`config.mk`:
```
export PLATFORM = sky130hd
export DESIGN_NAME = epoch_seconds_to_calendar_flat
export DESIGN_NICKNAME = d
export VERILOG_FILES = /design/src/ecal_pkg.sv /design/src/ecal_ifs.sv /design/src/epoch_seconds_to_calendar.sv /design/src/ecal_csub.sv /design/src/ecal_seq.sv /design/src/flat_wrapper.sv
export SDC_FILE = /design/constraint.sdc
export NUM_CORES = 1
export LEC_CHECK = 0
export ABC_CLOCK_PERIOD_IN_PS = 20600
export BUFFER_PORTS_ARGS = -buffer_cell sky130_fd_sc_hd__buf_2
export CAP_MARGIN = 20
export CORE_UTILIZATION = 66
export DETAILED_ROUTE_END_ITERATION = 12
export GPL_ROUTABILITY_DRIVEN = 0
export PLACE_DENSITY_LB_ADDON = 0.05
export SYNTH_ARGS = -nofsm -noshare
export SYNTH_HDL_FRONTEND = slang
export SYNTH_SLANG_ARGS = --single-unit
```
`constraint.sdc`:
```
create_clock -name clk -period 20.6 [get_ports clk]
set_input_delay 2.06 -clock clk [delete_from_list [all_inputs] [get_ports clk]]
set_output_delay 2.06 -clock clk [all_outputs]
set_load 0.005 [all_outputs]
```
`src/ecal_pkg.sv`:
```
// Package for the epoch seconds to calendar converter.
// Holds widths, calendar constants, the shared compare-subtract types and small tables.
// No dependencies.
package ecal_pkg;

  localparam int EPOCH_W  = 33;
  localparam int ZONE_W   = 17;
  localparam int SUM_W    = 34;
  localparam int T_W      = 32;
  localparam int DAY_Q_W  = 16;
  localparam int HOUR_Q_W = 5;
  localparam int MIN_Q_W  = 6;
  localparam int BLK_Q_W  = 6;
  localparam int STEP_W   = 4;

  localparam logic [T_W-1:0] LAST_SECOND = 32'd4102444799;
  localparam logic [T_W-1:0] DAY_SECS    = 32'd86400;
  localparam logic [T_W-1:0] HOUR_SECS   = 32'd3600;
  localparam logic [T_W-1:0] MIN_SECS    = 32'd60;
  localparam logic [T_W-1:0] BLOCK_DAYS  = 32'd1461;
  localparam logic [T_W-1:0] YEAR_DAYS   = 32'd365;

  localparam logic signed [ZONE_W-1:0] ZONE_RESET = 17'sd28800;
  localparam logic [7:0] EPOCH_YEAR    = 8'd70;
  localparam logic [2:0] EPOCH_WEEKDAY = 3'd4;
  localparam logic [3:0] WEEK_DAYS     = 4'd7;
  localparam logic [3:0] MONTH_JAN     = 4'd0;
  localparam logic [3:0] MONTH_FEB     = 4'd1;
  localparam logic [3:0] MONTH_DEC     = 4'd11;

  localparam logic [4:0] MONTH_DAYS [12] = '{
    5'd31, 5'd28, 5'd31, 5'd30, 5'd31, 5'd30,
    5'd31, 5'd31, 5'd30, 5'd31, 5'd30, 5'd31
  };

  // 2^k mod 7 for each bit weight of the day count
  localparam logic [2:0] POW2_MOD7 [16] = '{
    3'd1, 3'd2, 3'd4, 3'd1, 3'd2, 3'd4, 3'd1, 3'd2,
    3'd4, 3'd1, 3'd2, 3'd4, 3'd1, 3'd2, 3'd4, 3'd1
  };

  typedef struct packed {
    logic [T_W-1:0] a;
    logic [T_W-1:0] b;
  } operand_t;

  typedef struct packed {
    logic           ge;
    logic [T_W-1:0] diff;
  } csub_res_t;

  function automatic logic [4:0] month_len(input logic [3:0] month, input logic leap);
    logic [4:0] len;
    len = MONTH_DAYS[month];
    if (month == MONTH_FEB && leap) begin
      len = len + 5'd1;
    end
    return len;
  endfunction

endpackage

```
`src/ecal_ifs.sv`:
```
// Channel interfaces of the calendar converter: input seconds and output calendar item.
// Depends on ecal_pkg.
interface ecal_secs_if;
  import ecal_pkg::*;
  logic                      valid;
  logic                      ready;
  logic signed [EPOCH_W-1:0] epoch_seconds;
  modport source (output valid, output epoch_seconds, input ready);
  modport sink (input valid, input epoch_seconds, output ready);
endinterface

interface ecal_cal_if;
  logic       valid;
  logic       ready;
  logic [5:0] second;
  logic [5:0] minute;
  logic [4:0] hour;
  logic [4:0] day_of_month;
  logic [3:0] month;
  logic [7:0] year_since_1900;
  logic [2:0] weekday;
  logic [8:0] day_of_year;
  logic       clamped;
  modport source (output valid, output second, output minute, output hour,
                  output day_of_month, output month, output year_since_1900,
                  output weekday, output day_of_year, output clamped, input ready);
  modport sink (input valid, input second, input minute, input hour,
                input day_of_month, input month, input year_since_1900,
                input weekday, input day_of_year, input clamped, output ready);
endinterface

```
`src/epoch_seconds_to_calendar.sv`:
```
// Epoch seconds to local calendar time.
// Channels: secs (valid/ready, epoch_seconds, signed seconds since 1970 UTC) in,
// cal (valid/ready, second .. day_of_year and clamped) out. An item moves at a
// rising edge with valid and ready both high.
// Config: wr_en/wr_data write the signed zone offset added to every input;
// write it only while the block is idle. Reset loads an offset of eight hours.
// The sum is clamped to 1970-01-01 00:00:00 below and 2099-12-31 23:59:59 above,
// and the clamped flag marks it.
// The single compare-subtract unit runs 16 + 5 + 6 + 6 restoring division
// steps for each item, then up to 4 year steps and up to 12 month steps.
// One item is in work at a time; secs.ready is high only while idle.
// A result waiting on a stalled receiver does not stop the next item from being
// accepted; that item holds in its last step until the output register frees up.
// Reset empties the output register and returns the sequencer to idle.
// Depends on ecal_pkg, ecal_ifs, ecal_csub and ecal_seq.
module epoch_seconds_to_calendar (
  input  logic                               clk,
  input  logic                               rst,
  input  logic                               wr_en,
  input  logic signed [ecal_pkg::ZONE_W-1:0] wr_data,
  ecal_secs_if.sink                          secs,
  ecal_cal_if.source                         cal
);
  import ecal_pkg::*;

  logic signed [ZONE_W-1:0] zone_offset;
  operand_t                 op;
  csub_res_t                res;

  always_ff @(posedge clk) begin
    if (rst) begin
      zone_offset <= ZONE_RESET;
    end else if (wr_en) begin
      zone_offset <= wr_data;
    end
  end

  ecal_csub u_csub (
    .op  (op),
    .res (res)
  );

  ecal_seq u_seq (
    .clk         (clk),
    .rst         (rst),
    .zone_offset (zone_offset),
    .secs        (secs),
    .cal         (cal),
    .op          (op),
    .res         (res)
  );

`ifndef ASSERT_OFF
  a_busy_after_accept: assert property (@(posedge clk) disable iff (rst)
    secs.valid && secs.ready |=> !secs.ready)
    else $error("input taken again before the item was finished");

  a_time_range: assert property (@(posedge clk) disable iff (rst)
    cal.valid |-> cal.second < 6'd60 && cal.minute < 6'd60 && cal.hour < 5'd24)
    else $error("time of day out of range");

  a_date_range: assert property (@(posedge clk) disable iff (rst)
    cal.valid |-> cal.month <= MONTH_DEC && cal.day_of_month != 5'd0 &&
                  cal.weekday < 3'd7 && cal.day_of_year <= 9'd365 &&
                  cal.year_since_1900 >= EPOCH_YEAR && cal.year_since_1900 <= 8'd199)
    else $error("calendar date out of range");
`endif

endmodule

```
`src/ecal_csub.sv`:
```
// Shared compare-subtract unit: a >= b flag and a - b, used for every division
// step and every year and month walk. Depends on ecal_pkg.
module ecal_csub (
  input  ecal_pkg::operand_t  op,
  output ecal_pkg::csub_res_t res
);
  import ecal_pkg::*;

  logic [T_W:0] wide;

  assign wide     = {1'b0, op.a} - {1'b0, op.b};
  assign res.ge   = ~wide[T_W];
  assign res.diff = wide[T_W-1:0];

endmodule

```
`src/ecal_seq.sv`:
```
// Sequencer of the calendar converter: clamp, restoring divisions, year and month
// walks on the shared compare-subtract unit, and the output register.
// Depends on ecal_pkg and ecal_ifs.
module ecal_seq (
  input  logic                              clk,
  input  logic                              rst,
  input  logic signed [ecal_pkg::ZONE_W-1:0] zone_offset,
  ecal_secs_if.sink                         secs,
  ecal_cal_if.source                        cal,
  output ecal_pkg::operand_t                op,
  input  ecal_pkg::csub_res_t               res
);
  import ecal_pkg::*;

  typedef enum logic [3:0] {
    ST_IDLE, ST_CLAMP, ST_DAY, ST_HOUR, ST_MIN, ST_BLK, ST_YEAR, ST_MON, ST_DONE
  } state_t;

  state_t                   state;
  logic [STEP_W-1:0]        k;
  logic signed [SUM_W-1:0]  sum;
  logic [T_W-1:0]           rem;
  logic [DAY_Q_W-1:0]       days;
  logic [HOUR_Q_W-1:0]      hour;
  logic [MIN_Q_W-1:0]       minute;
  logic [5:0]               second;
  logic [BLK_Q_W-1:0]       blk;
  logic [7:0]               year;
  logic [3:0]               month;
  logic [8:0]               doy;
  logic [4:0]               mday;
  logic [2:0]               wd;
  logic                     clamped;
  logic                     leap;
  logic [3:0]               wd_sum;
  logic [2:0]               wd_next;
  logic [T_W-1:0]           last_rem;

  logic                     out_valid;
  logic [5:0]               out_second;
  logic [5:0]               out_minute;
  logic [4:0]               out_hour;
  logic [4:0]               out_mday;
  logic [3:0]               out_month;
  logic [7:0]               out_year;
  logic [2:0]               out_wd;
  logic [8:0]               out_doy;
  logic                     out_clamped;

  assign secs.ready = (state == ST_IDLE);
  assign leap       = (year[1:0] == 2'b00);
  assign last_rem   = res.ge ? res.diff : rem;

  // advance the weekday by the weight of the day-count bit just set
  assign wd_sum  = {1'b0, wd} + {1'b0, POW2_MOD7[k]};
  assign wd_next = (wd_sum >= WEEK_DAYS) ? 3'(wd_sum - WEEK_DAYS) : wd_sum[2:0];

  always_comb begin
    op.a = rem;
    unique case (state)
      ST_DAY:  op.b = DAY_SECS << k;
      ST_HOUR: op.b = HOUR_SECS << k;
      ST_MIN:  op.b = MIN_SECS << k;
      ST_BLK:  op.b = BLOCK_DAYS << k;
      ST_YEAR: op.b = YEAR_DAYS + T_W'(leap);
      ST_MON:  op.b = T_W'(month_len(month, leap));
      default: op.b = '0;
    endcase
  end

  always_ff @(posedge clk) begin
    if (rst) begin
      state     <= ST_IDLE;
      out_valid <= 1'b0;
    end else begin
      if (out_valid && cal.ready && state != ST_DONE) begin
        out_valid <= 1'b0;
      end
      unique case (state)
        ST_IDLE: begin
          if (secs.valid) begin
            sum   <= SUM_W'(secs.epoch_seconds) + SUM_W'(zone_offset);
            state <= ST_CLAMP;
          end
        end
        ST_CLAMP: begin
          if (sum[SUM_W-1]) begin
            rem     <= '0;
            clamped <= 1'b1;
          end else if (sum[SUM_W-2:0] > {1'b0, LAST_SECOND}) begin
            rem     <= LAST_SECOND;
            clamped <= 1'b1;
          end else begin
            rem     <= sum[T_W-1:0];
            clamped <= 1'b0;
          end
          days   <= '0;
          hour   <= '0;
          minute <= '0;
          blk    <= '0;
          wd     <= EPOCH_WEEKDAY;
          k      <= STEP_W'(DAY_Q_W - 1);
          state  <= ST_DAY;
        end
        ST_DAY: begin
          if (res.ge) begin
            rem     <= res.diff;
            days[k] <= 1'b1;
            wd      <= wd_next;
          end
          if (k == '0) begin
            k     <= STEP_W'(HOUR_Q_W - 1);
            state <= ST_HOUR;
          end else begin
            k <= k - 1'b1;
          end
        end
        ST_HOUR: begin
          if (res.ge) begin
            rem           <= res.diff;
            hour[k[2:0]]  <= 1'b1;
          end
          if (k == '0) begin
            k     <= STEP_W'(MIN_Q_W - 1);
            state <= ST_MIN;
          end else begin
            k <= k - 1'b1;
          end
        end
        ST_MIN: begin
          if (res.ge) begin
            minute[k[2:0]] <= 1'b1;
          end
          if (k == '0) begin
            // what is left is the second; switch the remainder over to the day count
            second <= last_rem[5:0];
            rem    <= T_W'(days);
            k      <= STEP_W'(BLK_Q_W - 1);
            state  <= ST_BLK;
          end else begin
            rem <= last_rem;
            k   <= k - 1'b1;
          end
        end
        ST_BLK: begin
          if (res.ge) begin
            rem         <= res.diff;
            blk[k[2:0]] <= 1'b1;
          end
          if (k == '0) begin
            year  <= EPOCH_YEAR + {blk[BLK_Q_W-1:1], res.ge, 2'b00};
            state <= ST_YEAR;
          end else begin
            k <= k - 1'b1;
          end
        end
        ST_YEAR: begin
          if (res.ge) begin
            rem  <= res.diff;
            year <= year + 8'd1;
          end else begin
            doy   <= rem[8:0];
            month <= MONTH_JAN;
            state <= ST_MON;
          end
        end
        ST_MON: begin
          if (!res.ge || month == MONTH_DEC) begin
            mday  <= rem[4:0] + 5'd1;
            state <= ST_DONE;
          end else begin
            rem   <= res.diff;
            month <= month + 4'd1;
          end
        end
        ST_DONE: begin
          // hold until the output register is free
          if (!out_valid || cal.ready) begin
            out_valid   <= 1'b1;
            out_second  <= second;
            out_minute  <= minute;
            out_hour    <= hour;
            out_mday    <= mday;
            out_month   <= month;
            out_year    <= year;
            out_wd      <= wd;
            out_doy     <= doy;
            out_clamped <= clamped;
            state       <= ST_IDLE;
          end
        end
        default: state <= ST_IDLE;
      endcase
    end
  end

  assign cal.valid           = out_valid;
  assign cal.second          = out_second;
  assign cal.minute          = out_minute;
  assign cal.hour            = out_hour;
  assign cal.day_of_month    = out_mday;
  assign cal.month           = out_month;
  assign cal.year_since_1900 = out_year;
  assign cal.weekday         = out_wd;
  assign cal.day_of_year     = out_doy;
  assign cal.clamped         = out_clamped;

endmodule

```
`src/flat_wrapper.sv`:
```
// flat-port wrapper written by rule: the top's interface ports become plain ports
module epoch_seconds_to_calendar_flat import ecal_pkg::*;
  (clk, rst, wr_en, wr_data, secs_valid, secs_epoch_seconds, secs_ready, cal_valid, cal_second, cal_minute, cal_hour, cal_day_of_month, cal_month, cal_year_since_1900, cal_weekday, cal_day_of_year, cal_clamped, cal_ready);
  ecal_secs_if secs_i ();
  ecal_cal_if cal_i ();
  input  logic clk;
  input  logic rst;
  input  logic wr_en;
  input  logic signed [ecal_pkg::ZONE_W-1:0] wr_data;
  input wire logic [$bits(secs_i.valid)-1:0] secs_valid;
  input wire logic [$bits(secs_i.epoch_seconds)-1:0] secs_epoch_seconds;
  output wire logic [$bits(secs_i.ready)-1:0] secs_ready;
  output wire logic [$bits(cal_i.valid)-1:0] cal_valid;
  output wire logic [$bits(cal_i.second)-1:0] cal_second;
  output wire logic [$bits(cal_i.minute)-1:0] cal_minute;
  output wire logic [$bits(cal_i.hour)-1:0] cal_hour;
  output wire logic [$bits(cal_i.day_of_month)-1:0] cal_day_of_month;
  output wire logic [$bits(cal_i.month)-1:0] cal_month;
  output wire logic [$bits(cal_i.year_since_1900)-1:0] cal_year_since_1900;
  output wire logic [$bits(cal_i.weekday)-1:0] cal_weekday;
  output wire logic [$bits(cal_i.day_of_year)-1:0] cal_day_of_year;
  output wire logic [$bits(cal_i.clamped)-1:0] cal_clamped;
  input wire logic [$bits(cal_i.ready)-1:0] cal_ready;
  assign secs_i.valid = secs_valid;
  assign secs_i.epoch_seconds = secs_epoch_seconds;
  assign secs_ready = secs_i.ready;
  assign cal_valid = cal_i.valid;
  assign cal_second = cal_i.second;
  assign cal_minute = cal_i.minute;
  assign cal_hour = cal_i.hour;
  assign cal_day_of_month = cal_i.day_of_month;
  assign cal_month = cal_i.month;
  assign cal_year_since_1900 = cal_i.year_since_1900;
  assign cal_weekday = cal_i.weekday;
  assign cal_day_of_year = cal_i.day_of_year;
  assign cal_clamped = cal_i.clamped;
  assign cal_i.ready = cal_ready;
  epoch_seconds_to_calendar u_core (.clk(clk), .rst(rst), .wr_en(wr_en), .wr_data(wr_data), .secs(secs_i), .cal(cal_i));
endmodule
```
==> metrics <==
vias in the first global route=9956; H-tree depth=1; yosys synthesis warning count=0; share of the yosys chip area belonging to registers=between 40% and 50%; maximum fanout count along the critical path=23; CP arrival=between 6 and 7 ns; number of standard-cell rows in the floorplan=51; PortBufs=103; Async SR Flop Fraction=0%; largest net degree at the start of global routing=56; remaining max-slew budget at the tightest pin=28.2%; post-synth cell types=86; ys flop type=edfxtp_1; overflow left after global routing=0; post-synthesis instance total=1335; aggregate routed wire length=30800 um; clock latency at the later pin of the worst-skew pair=between 0.5 and 0.6 ns; RSZ-0062 raised after global routing=no; Max Freq=168 MHz; Net Count, Synth=1478; top-level port count=104; number of post-CTS setup repair buffers=0; Final #Nets=between 1500 and 2000; final worst-path cycle share=approximately 29%; height of the chip=144 um; number of antenna violations at the first check in global routing=0; worst setup skew after layout=0.0102 ns; DRC violation total after the first TritonRoute iteration=1021; worst-margin pin slew=about 1.1 ns; Post-synth EDFFs=185; Final Core Density=75.0%; CTS tree=built; final critical delay including setup and external delays=5.95 ns; Avg Synthesized Cell Area=9.91 sq um; critical path capture point type=flop; routed via count=10800; FF+latch count, synth=207; GRT Total Usage=30.6%; routed via count divided by cell count=6.35; area delta synth->final=10.8%; width of the chip=144 um; clk root buf=clkbuf_16; clock sink total=207; core region area=19500 sq um; number of maximum-capacitance constraint violations=0; endpoints failing hold=0; largest area contributor in the synthesized netlist=edfxtp_1; CTS max path bufs=3; Power Density=112 nW/um^2; hold_buf cts=0; fraction of final layout cells sized beyond drive strength 1=between 10% and 20%; post-cts resize count=0; DPL Wire Length=about 22000 um; top cells by count, synth=185 x edfxtp_1, 142 x nor2_1, 114 x a21oi_1; most frequent cell after synthesis=edfxtp_1; Setup Total Neg Slack=0 ns; Hold WC Path Type=flop to flop; first-pass GRT wire length=49600 um; worst setup path class=flop to flop; mean routed wirelength per cell=18.1 um; top post-synthesis cells by area=edfxtp_1 42%, ha_1 8.0%, a21oi_1 4.3%; data required time of the worst path=20.74 ns; floorplan die area=20600 sq um; count of endpoints failing setup in the final report=0; Max Transition Viols Final=0; clock slew seen by the registers of the worst setup and hold paths=about 0.06 ns; status=completed; CTS buffer count=22; remaining design rule violation count=0; synthesized area=13200 sq um; DRT antenna net count=0; leakage component of the power=5.63 nW; VDD IR-drop max=0.0643 mV; Initial Util=about 68%; startpoint types=flop; diode insertion count for antenna repair=0; top cell type's share of synthesized area=around 42%; Detailed Routing Iterations Pass 1=5
==> registers in the layout (all words and copies together) (netlist names), 4 cells and up <==
signal,cells
u_core.u_seq.k,4
u_core.u_seq.second,6
u_core.u_seq.sum,34
u_core.u_seq.month,4
u_core.u_seq.rem,32
u_core.u_seq.days,16
u_core.u_seq.cal.second,6
u_core.u_seq.cal.day_of_month,5
u_core.u_seq.cal.day_of_year,9
u_core.u_seq.blk,5
u_core.u_seq.hour,5
u_core.u_seq.minute,6
u_core.u_seq.cal.year_since_1900,8
u_core.u_seq.cal.month,4
u_core.u_seq.cal.hour,5
u_core.u_seq.year,8
u_core.u_seq.mday,5
u_core.u_seq.state,4
u_core.zone_offset,17
u_core.u_seq.cal.minute,6
u_core.u_seq.doy,9
==> critical path, stage by stage (launching register included) <==
cell	delay (ns)
edfxtp_1	0.95
clkinv_1	0.78
and2_1	0.45
a31oi_1	0.16
o21ai_0	0.13
ha_1	0.22
fa_1	0.40
nand2b_1	0.20
a211oi_2	0.27
o2111ai_1	0.20
and2_4	0.20
a211oi_4	0.38
nor3_4	0.16
o21ai_0	0.19
and3b_1	0.85
==> logic make-up (layout without fill, tap and decap cells) <==
logic type	Yosys count	count (layout)	share of synthesized area, %
flip-flops	207	207	45.3
XOR/XNOR	66	66	4.37
multiplexers	36	36	2.87
AO/OA/AOI/OAI	404	404	20.1
AND/OR/NAND/NOR	431	431	15.7
buffers and inverters	103	201	3.20
adder cells (fa/ha/maj)	88	88	8.50
==> layout make-up <==
type,count,area [sq um]
clock buffers,22,551
clock inverters,17,156
multi-input cells,1025,6830
fillers,1399,4880
well taps,265,332
repair buffers,115,608
flip-flops and latches,207,6000
inverters,47,179
==> metal layers <==
layer	part of all wire (%)	global-route usage (%)	vias up
met4	3.8	13.4	0
met2	47	50.9	517
li1	-	-	5178
met5	0	0	-
met3	7.6	4.70	92
met1	41	39.6	4989
==> stage by stage <==
step                      hold WS (ns)  instance area [sq um]  power, mW  std cells  worst slack [ns]
after global routing             0.423                  14600       1.73       1698             14.36
final                            0.413                  14600       1.64       1698             14.65
after detailed placement         0.405                  13900       1.24       1656             14.59
after global placement           0.400                  13900       1.22       1654             14.84
after CTS                        0.414                  14600       1.63       1695             14.58
after floorplan                  0.400                  13200       1.09       1335             13.21
==> where the power goes <==
group	total (mW)	leakage (nW)	switching [mW]	internal, mW
logic	0.648	3.41	0.401	0.248
registers	0.602	1.88	0.0524	0.550
clock network	0.390	0.341	0.168	0.222
==> placed cells by master, fill, tap and decap left out, types with 5 or more instances in the layout <==
cell type  count
edfxtp_1     185
nor2_1       142
a21oi_1      114
nand2_1      113
buf_2        105
ha_1          85
o21ai_0       83
inv_1         43
xnor2_1       39
nand3_1       37
a21o_1        33
mux2i_1       27
nor3_1        27
xor2_1        27
clkbuf_16     22
dfxtp_1       22
nor2b_1       21
nand2b_1      18
o211ai_1      16
a211oi_1      14
a31oi_1       14
a22oi_1       12
a21boi_0      11
o2111ai_1     10
a211o_1       10
and3_1         9
o21bai_1       9
o21a_1         9
buf_4          8
clkinv_1       7
nand4_1        7
or2_2          7
mux2_2         7
nor4_1         7
o31ai_1        7
or3_1          6
o21ai_1        6
clkinv_2       5
==> path summary, 6_finish.rpt <==
check / to / start / depth (start not counted) / slack (ns)
worst max-delay path: u_core.u_seq.days[14]$_SDFFCE_PN0P_ / u_core.u_seq.k[3]$_DFFE_PP_ / 14 / 14.65
worst min-delay path: u_core.u_seq.cal.day_of_year[5]$_DFFE_PP_ / u_core.u_seq.doy[5]$_DFFE_PP_ / 0 / 0.41
worst min register to register: u_core.u_seq.cal.day_of_year[5]$_DFFE_PP_ / u_core.u_seq.doy[5]$_DFFE_PP_ / 0 / 0.41
worst max register to register: u_core.u_seq.days[14]$_SDFFCE_PN0P_ / u_core.u_seq.k[3]$_DFFE_PP_ / 14 / 14.65
Power figures use the tool's default switching activity.
